==> config.mk <==
export PLATFORM = sky130hd
export DESIGN_NAME = pfde_map
export DESIGN_NICKNAME = d
export VERILOG_FILES = /design/src/hw/rtl/pfde_pkg.sv /design/src/hw/rtl/pfde_map.sv
export SDC_FILE = /design/constraint.sdc
export NUM_CORES = 1
export LEC_CHECK = 0
export BUFFER_PORTS_ARGS = -buffer_cell sky130_fd_sc_hd__buf_2
export CORE_AREA = 2 2 53 55
export DETAILED_ROUTE_END_ITERATION = 8
export DIE_AREA = 0 0 55 57
export GPL_ROUTABILITY_DRIVEN = 0
export PLACE_DENSITY = 0.86
export SYNTH_ARGS = -nofsm -noshare
export SYNTH_HDL_FRONTEND = slang
export SYNTH_SLANG_ARGS = --single-unit
==> constraint.sdc <==
create_clock -name vclk -period 4.5
set_input_delay 0.9 -clock vclk [all_inputs]
set_output_delay 0.9 -clock vclk [all_outputs]
set_load 0.1 [all_outputs]
==> src/hw/rtl/pfde_pkg.sv <==
// Package for the palette framebuffer draw engine: sizes, request codes,
// orientation codes and the default palette. No dependencies.
package pfde_pkg;

  localparam int ScreenWidthDef  = 176;
  localparam int ScreenHeightDef = 220;

  localparam logic [2:0] REQ_PIXEL = 3'd0;
  localparam logic [2:0] REQ_RECT  = 3'd1;
  localparam logic [2:0] REQ_FILL  = 3'd2;
  localparam logic [2:0] REQ_GLYPH = 3'd3;
  localparam logic [2:0] REQ_FONT  = 3'd4;
  localparam logic [2:0] REQ_PAL   = 3'd5;
  localparam logic [2:0] REQ_SYNC  = 3'd6;
  localparam logic [2:0] REQ_SCAN  = 3'd7;

  localparam logic [2:0] ORI_NONE   = 3'd0;
  localparam logic [2:0] ORI_SWAP   = 3'd1;
  localparam logic [2:0] ORI_ROT180 = 3'd2;
  localparam logic [2:0] ORI_ROT270 = 3'd3;
  localparam logic [2:0] ORI_MIRX   = 3'd4;
  localparam logic [2:0] ORI_MIRY   = 3'd5;

  localparam logic [2:0] ORI_RESET = ORI_SWAP;

  // default rgb565 palette
  function automatic logic [15:0] default_color(input logic [3:0] idx);
    case (idx)
      4'd0:  default_color = 16'h0000;
      4'd1:  default_color = 16'h1863;
      4'd2:  default_color = 16'h8C51;
      4'd3:  default_color = 16'hFFFF;
      4'd4:  default_color = 16'hF800;
      4'd5:  default_color = 16'h07E0;
      4'd6:  default_color = 16'h001F;
      4'd7:  default_color = 16'hFA49;
      4'd8:  default_color = 16'h4FE9;
      4'd9:  default_color = 16'h4A5F;
      4'd10: default_color = 16'hFFE0;
      4'd11: default_color = 16'h07FF;
      4'd12: default_color = 16'hF81F;
      4'd13: default_color = 16'h8C40;
      4'd14: default_color = 16'h0451;
      default: default_color = 16'h8811;
    endcase
  endfunction

endpackage

==> src/hw/rtl/pfde_map.sv <==
// Orientation mapping of one logical point to signed physical coordinates.
// Depends on pfde_pkg.
module pfde_map import pfde_pkg::*; #(
  parameter int ScreenWidth  = ScreenWidthDef,
  parameter int ScreenHeight = ScreenHeightDef
) (
  input  logic [2:0]        ori_i,
  input  logic [8:0]        x_i,
  input  logic [8:0]        y_i,
  output logic signed [9:0] px_o,
  output logic signed [9:0] py_o
);
  localparam logic signed [9:0] WM1 = 10'(ScreenWidth - 1);
  localparam logic signed [9:0] HM1 = 10'(ScreenHeight - 1);
  logic signed [9:0] xs, ys;
  assign xs = $signed({1'b0, x_i});
  assign ys = $signed({1'b0, y_i});

  // select the mapping by orientation
  always_comb begin
    case (ori_i)
      ORI_SWAP:   begin px_o = ys;       py_o = xs;       end
      ORI_ROT180: begin px_o = WM1 - xs; py_o = HM1 - ys; end
      ORI_ROT270: begin px_o = WM1 - ys; py_o = HM1 - xs; end
      ORI_MIRX:   begin px_o = WM1 - xs; py_o = ys;       end
      ORI_MIRY:   begin px_o = xs;       py_o = HM1 - ys; end
      default:    begin px_o = xs;       py_o = ys;       end
    endcase
  end
endmodule

* Word level (Yosys, flattened, before mapping)
Index checks and enable logic that the tools add are counted.
** Operators by class
- Mux-type cells :: 2
- $add $sub $neg :: 4
- Eq/ne operators :: 5
- Reductions and logical operators :: 2
** Operator list (number)
- 10-bit case mux with 3 select lines :: 2
- 8-bit by 9-bit subtractor with 10-bit output, first input constant :: 4
- 3-bit by 2-bit == test with 1-bit output, second input constant :: 2
- 3-bit == test, second input constant :: 2
- 2-bit OR reduction :: 2
- 3-bit by 1-bit == test with 1-bit output, second input constant :: 1
** Storage, ports and cells
- Output and inout port bits :: 20
- Flip-flop bits (word level) :: 0
- Input bits :: 21

* Logic depth before layout (Yosys ltp)
Gate-level depths: netlist (run 1).
- Depth in word-level cells :: 3
- Gate-level depth with buffers :: 10
- Depth with buffers taken out :: 9

* Least setup slack after synthesis (run 1)
Ideal clock, no wire load.
- Path kind :: in2out
- From :: in ori_i[0]
- To :: out px_o[5]
- Data arrival time :: 4557 ps
- Slack :: -957 ps
- Data required time :: 3600 ps
- Path buffers :: 2
- Stages :: 8
- Path through :: buf_2 -> buf_2 -> nor2_1 -> mux2_2 -> ha_1 -> nor2_1 -> a21oi_1 -> a221oi_1
** On the way
- Cells in the longest elaborated chain, start to end :: 3
- Elaborated cells between the ends (all ways) :: 6
** Ends and longest elaborated chain
- start, declared :: line pfde_map.sv:7 : input logic [2:0] ori_i,
- 3-bit by 2-bit == test with 1-bit output / 3-bit == test (equally long branches) :: line pfde_map.sv:21 : case (ori_i)
- 2-bit OR reduction (no source line)
- 10-bit case mux with 3 select lines * :: line pfde_map.sv:21
- end, declared :: line pfde_map.sv:10 : output logic signed [9:0] px_o,
Every way passes the cells marked *; elsewhere a longest branch is shown, timed or not.

* Final worst setup path (run 1)
- From :: in ori_i[1]
- To :: out py_o[8]
** On the way
- Cells in the longest elaborated chain, start to end :: 3
- Elaborated cells between the ends (all ways) :: 6
** Ends and longest elaborated chain
- 3-bit == test / 3-bit by 2-bit == test with 1-bit output (equally long branches) :: line pfde_map.sv:21
- 2-bit OR reduction (no source line)
- 10-bit case mux with 3 select lines * :: line pfde_map.sv:21
- end, declared :: line pfde_map.sv:11 : output logic signed [9:0] py_o
Marks and branches as above.

==> summary.log, run 1 <==
INFO  layout         seq_area=0um2
INFO  floorplanning  rows=19
INFO  sta            hold_violations=0
INFO  route          first_iter_violations=125
INFO  sta            timing.final.setup_violations=0
INFO  layout         layout-drive-gt1-share=0.282
INFO  route          vias=2009
INFO  route          antenna_left=0
INFO  layout         flops_and_latches=0
INFO  floorplanning  design.core.area=2620um2
INFO  sta            period_needed=4270ps
INFO  placement      detailedPlacementHpwl=3.33mm
INFO  sta            rsz0062_at_grt=no
INFO  min_path       hold-path-endpoint=py_o[2]
INFO  grt            vias_in_the_first_global_route=1707
INFO  clock_network  cts.repair.resized=0
INFO  route          drt_drc_violations_left=0
INFO  yosys          mappedNetlistArea=1520um2
INFO  floorplanning  initial_core_utilization=0.580
INFO  layout         layout.clock_buffers=0
INFO  setup_path     end_kind=output port
INFO  power_and_ir_drop total_power=0.000416W
INFO  setup_path     critical_path_peak_fanout=18
INFO  setup_path     critical_path_required=3600ps
INFO  grt            top_usage_layer_grt=met2
INFO  grt            grt_first_pass_wirelength=7.57mm
INFO  yosys          syn-num-nets=265
INFO  power_and_ir_drop powerDensity=228nW/um2
INFO  floorplanning  design.portCount=41
INFO  grt            grt_usage=0.304
INFO  setup_path     worstSetupStartpointType=input pin
INFO  yosys          synth.top_cells.by_count=sky130_fd_sc_hd__o21ai_0, sky130_fd_sc_hd__nand2_1, sky130_fd_sc_hd__nor2_1
INFO  layout         final.fill_count=227
INFO  grt            grt_antenna_before_repair=0
INFO  grt            grt_overflow_total=0
INFO  layout         area_grow_syn2layout=20.2%
INFO  run_status     status=complete, no violations
INFO  yosys          post-synth-top-area-cell=sky130_fd_sc_hd__o21ai_0
INFO  sta            clock.fmax=234MHz
INFO  sta            drv_slew=0
INFO  layout         final_util=0.697
INFO  setup_path     critical_path_class=input pin to output port
INFO  layout         nets=287
INFO  sta            finalCritPeriodShare=0.950
INFO  route          firstDrtPassIters=5
INFO  grt            largest_net_degree_at_the_start_of_global_routing=40
INFO  yosys          synth_warnings=0
INFO  job            maxCapViolCount=0
INFO  grt            use_met1=0.426
INFO  min_path       min-delay-start=y_i[2]
INFO  floorplanning  die_height=57um
INFO  placement      dpl-instance-area=1820um2
INFO  min_path       hold-path-cell-count=4
INFO  clock_network  post-cts-setup-buffers=0
INFO  route          drt-total-wl=4.64mm
INFO  route          detail_route.vias_per_cell=6.86
INFO  power_and_ir_drop vdd_ir_drop_max=173uV
INFO  floorplanning  die-width=55um
INFO  yosys          ys_top_cells_by_area=sky130_fd_sc_hd__o21ai_0, sky130_fd_sc_hd__nand2_1, sky130_fd_sc_hd__nor2_1
INFO  power_and_ir_drop total_leakage_power=0.739nW
INFO  yosys          syn-mean-instance-area=6.27um2
INFO  min_path       worst_hold_path_type=input pin to output port
INFO  sta            max-slew-margin-rel=0.678
INFO  sta            worstMarginPinSlew=487ps
INFO  placement      detailedPlace.worstSlack=313ps
INFO  floorplanning  dieArea=3140um2
INFO  setup_path     worst-endpoint-arrival=3370ps
INFO  yosys          synthMostInstantiatedCell=sky130_fd_sc_hd__o21ai_0
INFO  layout         diodes=0
INFO  route          wl_per_cell=15.8um
INFO  yosys          syn-instance-count=242
INFO  sta            postLayoutSetupSlackWorst=225ps
INFO  yosys          yosysSeqAreaShare=0
INFO  grt            grt_use_met3=0.0131
INFO  grt            gr_met2_demand_resource=0.478
INFO  placement      buffer_ports.inserted=41
INFO  layout         design_area=1820um2
INFO  yosys          synth.top_cell.area_share=0.125
INFO  clock_network  postCtsHoldBufs=0
INFO  yosys          synth_cell_types=60
## cells by family (layout without fill, tap and decap cells)
family                     Yosys count  count (layout)  synth area share
adders and majority gates            2               2            0.0165
AOI/OAI and AO/OA                  115             115             0.540
buffers and inverters               38              58             0.127
muxes                                4               4            0.0281
xor gates and xnor gates             6               6            0.0446
and+or+nand+nor                     77              77             0.244
## layout make-up
| type | count | area [um2] | area share |
|---|---|---|---|
| Timing Repair Buffer | 48 | 405 | 0.222 |
| Inverter | 10 | 37.5 | 0.0206 |
| Multi-Input combinational cell | 204 | 1340 | 0.736 |
| Tap cell | 31 | 38.8 | 0.0213 |
## metal layers
layer  wire [um]  part of all wire
met1        1880              0.40
met2        2190              0.47
met4         133             0.029
met3         439             0.095
met5           0                 0
## worst max-delay path: stages
cell                       delay, ps
sky130_fd_sc_hd__buf_2           300
sky130_fd_sc_hd__nor2b_1         460
sky130_fd_sc_hd__nor3_1          120
sky130_fd_sc_hd__a221oi_2        320
sky130_fd_sc_hd__ha_1            290
sky130_fd_sc_hd__a21o_1          270
sky130_fd_sc_hd__a31oi_1         140
sky130_fd_sc_hd__a311oi_2        340
sky130_fd_sc_hd__buf_12          220
## layout by cell type (no fill, tap or decap), types with 3 or more instances in the layout
master,netlist,routed
sky130_fd_sc_hd__o21ai_0,38,35
sky130_fd_sc_hd__buf_2,12,32
sky130_fd_sc_hd__nand2_1,26,26
sky130_fd_sc_hd__nor2_1,21,21
sky130_fd_sc_hd__a21oi_1,15,15
sky130_fd_sc_hd__o22ai_1,11,11
sky130_fd_sc_hd__buf_12,0,10
sky130_fd_sc_hd__inv_1,8,8
sky130_fd_sc_hd__nor3_1,7,7
sky130_fd_sc_hd__o211ai_1,6,6
sky130_fd_sc_hd__a22oi_1,6,6
sky130_fd_sc_hd__buf_4,1,6
sky130_fd_sc_hd__or3_1,5,5
sky130_fd_sc_hd__a221oi_2,3,4
sky130_fd_sc_hd__o21ai_1,1,4
sky130_fd_sc_hd__o221ai_1,3,3
sky130_fd_sc_hd__nand3b_1,3,3
sky130_fd_sc_hd__a211oi_2,2,3
sky130_fd_sc_hd__a31oi_1,3,3
sky130_fd_sc_hd__and3_1,3,3
## worst max-delay path by stage
stage | start | endpoint | slack, ps | cells after the start
final | ori_i[1] | py_o[8] | 230 | 9
after global routing | ori_i[1] | py_o[8] | 50 | 9
after CTS | ori_i[1] | py_o[8] | 310 | 9
after detailed placement | ori_i[1] | py_o[8] | 310 | 9
after global placement | ori_i[1] | py_o[8] | 390 | 9
after floorplan | ori_i[0] | px_o[1] | -150 | 5
## through the flow
step                      std cells  TNS [ps]  hold slack [ps]
final                           293         0             2340
after global routing            293         0             2380
after CTS                       293         0             2350
after detailed placement        293         0             2350
after global placement          293         0             2340
after floorplan                 242      -609             2220
## where the power goes
part / switching (W) / internal (W) / leakage (nW)
clock: 0 / 0 / 0
combinational: 0.000292 / 0.000123 / 0.739
sequential: 0 / 0 / 0
total: 0.000292 / 0.000123 / 0.739
Note: power is estimated with default switching activity, not from simulation.
==> run 2: changes to the inputs <==
--- a/config.mk
+++ b/config.mk
@@ -6,11 +6,11 @@
 export NUM_CORES = 1
 export LEC_CHECK = 0
 export BUFFER_PORTS_ARGS = -buffer_cell sky130_fd_sc_hd__buf_2
-export CORE_AREA = 2 2 53 55
+export CORE_AREA = 2 2 55 57
 export DETAILED_ROUTE_END_ITERATION = 8
-export DIE_AREA = 0 0 55 57
+export DIE_AREA = 0 0 57 59
 export GPL_ROUTABILITY_DRIVEN = 0
-export PLACE_DENSITY = 0.86
+export PLACE_DENSITY = 0.8
 export SYNTH_ARGS = -nofsm -noshare
 export SYNTH_HDL_FRONTEND = slang
 export SYNTH_SLANG_ARGS = --single-unit
==> constraint.sdc (replaced) <==
create_clock -name vclk -period 4
set_input_delay 0.2 -clock vclk [all_inputs]
set_output_delay 0.2 -clock vclk [all_outputs]
set_load 0.1 [all_outputs]
==> run 2 against run 1 <==
  * Sequential cell count is the same
  * Highest routed layer unchanged
  * Power down 0.73%
  * Non-clock buffer count shrank 3
  * First-iteration DRC count rose by 17%
  * Worst hold slack worse by 1400 ps
  * Largest cell class unchanged
  * Critical path type unchanged
  * Core utilization is 8.9 points lower
==> summary.log, run 2 (synthesis gave the netlist of run 1 again) <==
INFO  placement      dpl-instance-area=1650um2
INFO  route          first_iter_violations=146
INFO  placement      buffer_ports.inserted=41
INFO  grt            grt_first_pass_wirelength=7.20mm
INFO  layout         design_area=1650um2
INFO  setup_path     end_kind=output port
INFO  power_and_ir_drop powerDensity=250nW/um2
INFO  setup_path     critical_path_class=input pin to output port
INFO  floorplanning  initial_core_utilization=0.560
INFO  sta            worstMarginPinSlew=754ps
INFO  placement      detailedPlacementHpwl=3.11mm
INFO  setup_path     critical_path_peak_fanout=29
INFO  sta            rsz0062_at_grt=no
INFO  power_and_ir_drop total_leakage_power=0.670nW
INFO  sta            max-slew-margin-rel=0.497
INFO  floorplanning  die-width=57um
INFO  layout         final_cell_mix=sky130_fd_sc_hd__buf_2, sky130_fd_sc_hd__o21ai_0, sky130_fd_sc_hd__nand2_1
INFO  route          vias=1901
INFO  grt            grt_overflow_total=0
INFO  setup_path     crit_path_cell_trace=buf_2 -> nor2b_1 -> nor3_1 -> a221oi_2 -> ha_1 -> a21o_1 -> a31oi_1 -> a311oi_2 -> buf_2
INFO  layout         flops_and_latches=0
INFO  layout         nets=284
INFO  setup_path     critical_path_required=3800ps
INFO  route          detail_route.vias_per_cell=6.56
INFO  grt            grt_antenna_before_repair=0
INFO  power_and_ir_drop vdd_ir_drop_max=226uV
INFO  layout         multiInputGateArea=1340um2
INFO  route          drt_drc_violations_left=0
INFO  sta            fin_setup_tns=0ps
INFO  grt            largest_net_degree_at_the_start_of_global_routing=43
INFO  sta            period_needed=3200ps
INFO  sta            hold_violations=0
INFO  run_status     status=complete, no violations
INFO  route          wl_per_cell=15.0um
INFO  min_path       hold-path-endpoint=py_o[2]
INFO  floorplanning  design.portCount=41
INFO  floorplanning  dieArea=3360um2
INFO  min_path       hold-path-cell-count=4
INFO  clock_network  postCtsHoldBufs=0
INFO  sta            finalCritPeriodShare=0.800
INFO  layout         seq_area=0um2
INFO  setup_path     worst-endpoint-arrival=3000ps
INFO  sta            timing.hold.ws=945ps
INFO  layout         layout.clock_buffers=0
INFO  sta            drv_slew=0
INFO  sta            clock.fmax=313MHz
INFO  route          drt-total-wl=4.36mm
INFO  layout         area_grow_syn2layout=8.66%
INFO  floorplanning  rows=19
INFO  route          firstDrtPassIters=6
INFO  floorplanning  design.core.area=2710um2
INFO  clock_network  post-cts-setup-buffers=0
INFO  layout         final.fill_count=283
INFO  route          antenna_left=0
INFO  setup_path     worstSetupStartpointType=input pin
INFO  floorplanning  die_height=59um
INFO  setup_path     critical_path.max_stage_delay=610ps
INFO  grt            vias_in_the_first_global_route=1604
INFO  sta            timing.final.setup_violations=0
INFO  layout         layout-drive-gt1-share=0.270
INFO  job            maxCapViolCount=0
INFO  min_path       worst_hold_path_type=input pin to output port
INFO  setup_path     cp_slowest_cell=sky130_fd_sc_hd__nor2b_1
INFO  setup_path     critical-path-top-cell-by-count=sky130_fd_sc_hd__buf_2
INFO  layout         diodes=0
INFO  min_path       min-delay-start=y_i[2]
INFO  grt            grt_usage=0.255
INFO  layout         layout.cells.most_common=sky130_fd_sc_hd__buf_2
INFO  clock_network  cts.repair.resized=0
## run 2: cell count changes in the layout (fill, tap and decap cells not counted), sizes merged
| cell | change |
|---|---|
| buf | -3 |
## run 2: area by class of cell
class                      instances  area share
timing repair buffer              45       0.143
tap                               31      0.0235
inverter                          10      0.0228
multi-input combinational        204       0.811
## run 2: layer usage
metal / part of all wire / global-route usage / up-vias
met5: 0 / 0 / -
met4: 0.0067 / 0.0133 / 0
met3: 0.075 / 0.00218 / 3
met2: 0.47 / 0.453 / 89
met1: 0.45 / 0.366 / 855
li1: - / - / 954
## run 2: how the worst max path moves through the flow
stage	from	to	slack, ps	cells after the start
3_5_place_dp	ori_i[1]	py_o[8]	840	9
5_1_grt	ori_i[1]	py_o[8]	570	9
4_1_cts	ori_i[1]	py_o[8]	830	9
3_3_place_gp	ori_i[1]	px_o[8]	930	11
6_report	ori_i[1]	py_o[8]	800	9
2_1_floorplan	ori_i[1]	py_o[7]	260	8
## run 2: per-stage QoR
stage | worst slack (ps) | power (W) | std cells | util
finish | 800 | 0.000413 | 290 | 0.608
global route | 572 | 0.000438 | 290 | 0.608
CTS | 832 | 0.000412 | 290 | 0.608
detailed placement | 837 | 0.000411 | 290 | 0.608
global placement | 930 | 0.000408 | 290 | 0.608
floorplan | 256 | 0.000350 | 242 | -
## run 2: critical path: cells and delay by family
| kind | cells | cell delay (ps) |
|---|---|---|
| compound gates | 4 | 890 |
| fa+ha+maj | 1 | 280 |
| buf+inv | 2 | 900 |
| simple gates | 2 | 720 |
## run 2: power breakdown
part | total (W) | internal (W) | leakage [nW] | switching, W
Sequential | 0 | 0 | 0 | 0
Combinational | 0.000413 | 0.0000971 | 0.670 | 0.000315
Clock | 0 | 0 | 0 | 0
Total | 0.000413 | 0.0000971 | 0.670 | 0.000315
==> run 3: changes to the inputs <==
--- a/config.mk
+++ b/config.mk
@@ -6,11 +6,11 @@
 export NUM_CORES = 1
 export LEC_CHECK = 0
 export BUFFER_PORTS_ARGS = -buffer_cell sky130_fd_sc_hd__buf_2
-export CORE_AREA = 2 2 55 57
+export CORE_AREA = 2 2 58 60
 export DETAILED_ROUTE_END_ITERATION = 8
-export DIE_AREA = 0 0 57 59
+export DIE_AREA = 0 0 60 62
 export GPL_ROUTABILITY_DRIVEN = 0
-export PLACE_DENSITY = 0.8
+export PLACE_DENSITY = 0.76
 export SYNTH_ARGS = -nofsm -noshare
 export SYNTH_HDL_FRONTEND = slang
 export SYNTH_SLANG_ARGS = --single-unit
==> constraint.sdc (replaced) <==
create_clock -name vclk -period 2.9
set_input_delay 0.145 -clock vclk [all_inputs]
set_output_delay 0.145 -clock vclk [all_outputs]
set_load 0.1 [all_outputs]
==> run 3 against run 2 <==
  * Via count rose by 3.1%
  * Core utilization decreased by 1.8 points
  * Sequential share of layout area is the same
  * Largest power group unchanged
  * Critical path depth is 2 higher
  * Clock-buffer cell count unchanged
  * Highest routed layer unchanged
  * Largest cell class unchanged
==> summary.log, run 3 (synthesis gave the netlist of run 1 again) <==
INFO  layout         final.fill_count=296
INFO  power_and_ir_drop total_power=0.000651W
INFO  min_path       worst_hold_path_type=input pin to output port
INFO  floorplanning  die-width=60um
INFO  setup_path     crit_path_cell_trace=buf_2 -> xnor2_2 -> nor2_1 -> mux2_2 -> ha_1 -> inv_1 -> a311oi_4 -> and3_1 -> o311ai_2 -> o311a_1 -> buf_12
INFO  route          antenna_left=0
INFO  sta            worstMarginPinSlew=498ps
INFO  setup_path     critical_path_required=2760ps
INFO  clock_network  cts.repair.resized=0
INFO  floorplanning  rows=21
INFO  job            maxCapViolCount=0
INFO  floorplanning  initial_core_utilization=0.477
INFO  sta            finalCritPeriodShare=0.884
INFO  setup_path     critical_path.max_stage_delay=370ps
INFO  layout         seq_area=0um2
INFO  layout         final_cell_mix=sky130_fd_sc_hd__o21ai_0, sky130_fd_sc_hd__buf_2, sky130_fd_sc_hd__nand2_1
INFO  power_and_ir_drop total_leakage_power=0.755nW
INFO  placement      dpl-instance-area=1880um2
INFO  route          firstDrtPassIters=6
INFO  clock_network  post-cts-setup-buffers=0
INFO  setup_path     critical_path_peak_fanout=5
INFO  setup_path     worstSetupStartpointType=input pin
INFO  setup_path     cp.buffers_inverters=3
INFO  floorplanning  design.core.area=3180um2
INFO  power_and_ir_drop powerDensity=347nW/um2
INFO  placement      detailedPlacementHpwl=3.38mm
INFO  sta            max-slew-margin-rel=0.670
INFO  layout         layout-drive-gt1-share=0.291
INFO  sta            rsz0062_at_grt=no
INFO  grt            largest_net_degree_at_the_start_of_global_routing=47
INFO  route          drt_drc_violations_left=0
INFO  floorplanning  die_height=62um
INFO  route          vias=1959
INFO  layout         layout.clock_buffers=0
INFO  run_status     status=complete, no violations
INFO  layout         area_grow_syn2layout=23.7%
INFO  layout         layout.cells.most_common=sky130_fd_sc_hd__o21ai_0
INFO  setup_path     critical_path_class=input pin to output port
INFO  power_and_ir_drop vdd_ir_drop_max=176uV
INFO  setup_path     end_kind=output port
INFO  grt            grt_antenna_before_repair=0
INFO  grt            vias_in_the_first_global_route=1606
INFO  setup_path     timing.critical_path.max_delay_family=compound AO/OA/AOI/OAI gates
INFO  layout         flops_and_latches=0
INFO  floorplanning  design.portCount=41
INFO  grt            grt_first_pass_wirelength=7.35mm
INFO  route          first_iter_violations=170
INFO  setup_path     worst-endpoint-arrival=2420ps
INFO  route          drt-total-wl=4.67mm
INFO  grt            grt_usage=0.250
INFO  layout         final_util=0.590
INFO  sta            timing.final.setup_violations=0
INFO  setup_path     cp-startpoint=ori_i[1]
INFO  sta            hold_violations=0
INFO  setup_path     cp_slowest_cell=sky130_fd_sc_hd__mux2_2
INFO  sta            clock.fmax=390MHz
INFO  layout         multiInputGateArea=1350um2
INFO  route          wl_per_cell=15.0um
INFO  placement      buffer_ports.inserted=41
INFO  grt            grt_overflow_total=0
INFO  layout         design_area=1880um2
INFO  clock_network  postCtsHoldBufs=0
INFO  layout         nets=290
INFO  floorplanning  dieArea=3720um2
INFO  route          detail_route.vias_per_cell=6.30
INFO  setup_path     worstSetupPathDepth=11
INFO  layout         diodes=0
INFO  sta            period_needed=2560ps
INFO  setup_path     worstSetupEndpoint=px_o[8]
INFO  sta            drv_slew=0
## run 3: cell types whose count changed in the layout (fill, tap and decap cells not counted), sizes merged
| cell | before | now |
|---|---|---|
| buf | 45 | 51 |
## run 3: per-layer routing
metal	vias to the layer above	routed length, um	GRT usage
li1	964	-	-
met4	0	60	0.0508
met3	9	536	0.0455
met5	-	0	0
met2	104	2120	0.385
met1	882	1950	0.363
## run 3: power by group
part	internal (W)	leakage, nW	switching, W
clock network	0	0	0
registers	0	0	0
logic	0.000196	0.755	0.000455
total	0.000196	0.755	0.000455
## run 3: cell type report
cell class,count,share of cell area
multi-input combinational,204,0.721
timing repair buffer,51,0.228
inverter,10,0.0200
tap,46,0.0307
## run 3: how the worst min path moves through the flow
stage,from,to,slack (ps),cells past startpoint
finish,y_i[2],py_o[2],830,4
global route,y_i[2],py_o[2],850,4
CTS,y_i[2],py_o[2],840,4
detailed placement,y_i[2],py_o[2],830,4
global placement,y_i[3],py_o[3],830,4
floorplan,y_i[7],py_o[7],710,2
## run 3: tightest hold or removal path: cells and delay by family
family | cells | cell delay, ps
AO/OA/AOI/OAI | 1 | 70
buffers and inverters | 3 | 480
## run 3: through the flow
stage	setup WS [ps]	std cells	hold WS [ps]	setup TNS, ps
final	336	311	835	0
after detailed placement	324	311	832	0
after CTS	318	311	836	0
after global placement	405	311	826	0
after floorplan	-241	242	707	-1080
after global routing	190	311	850	0
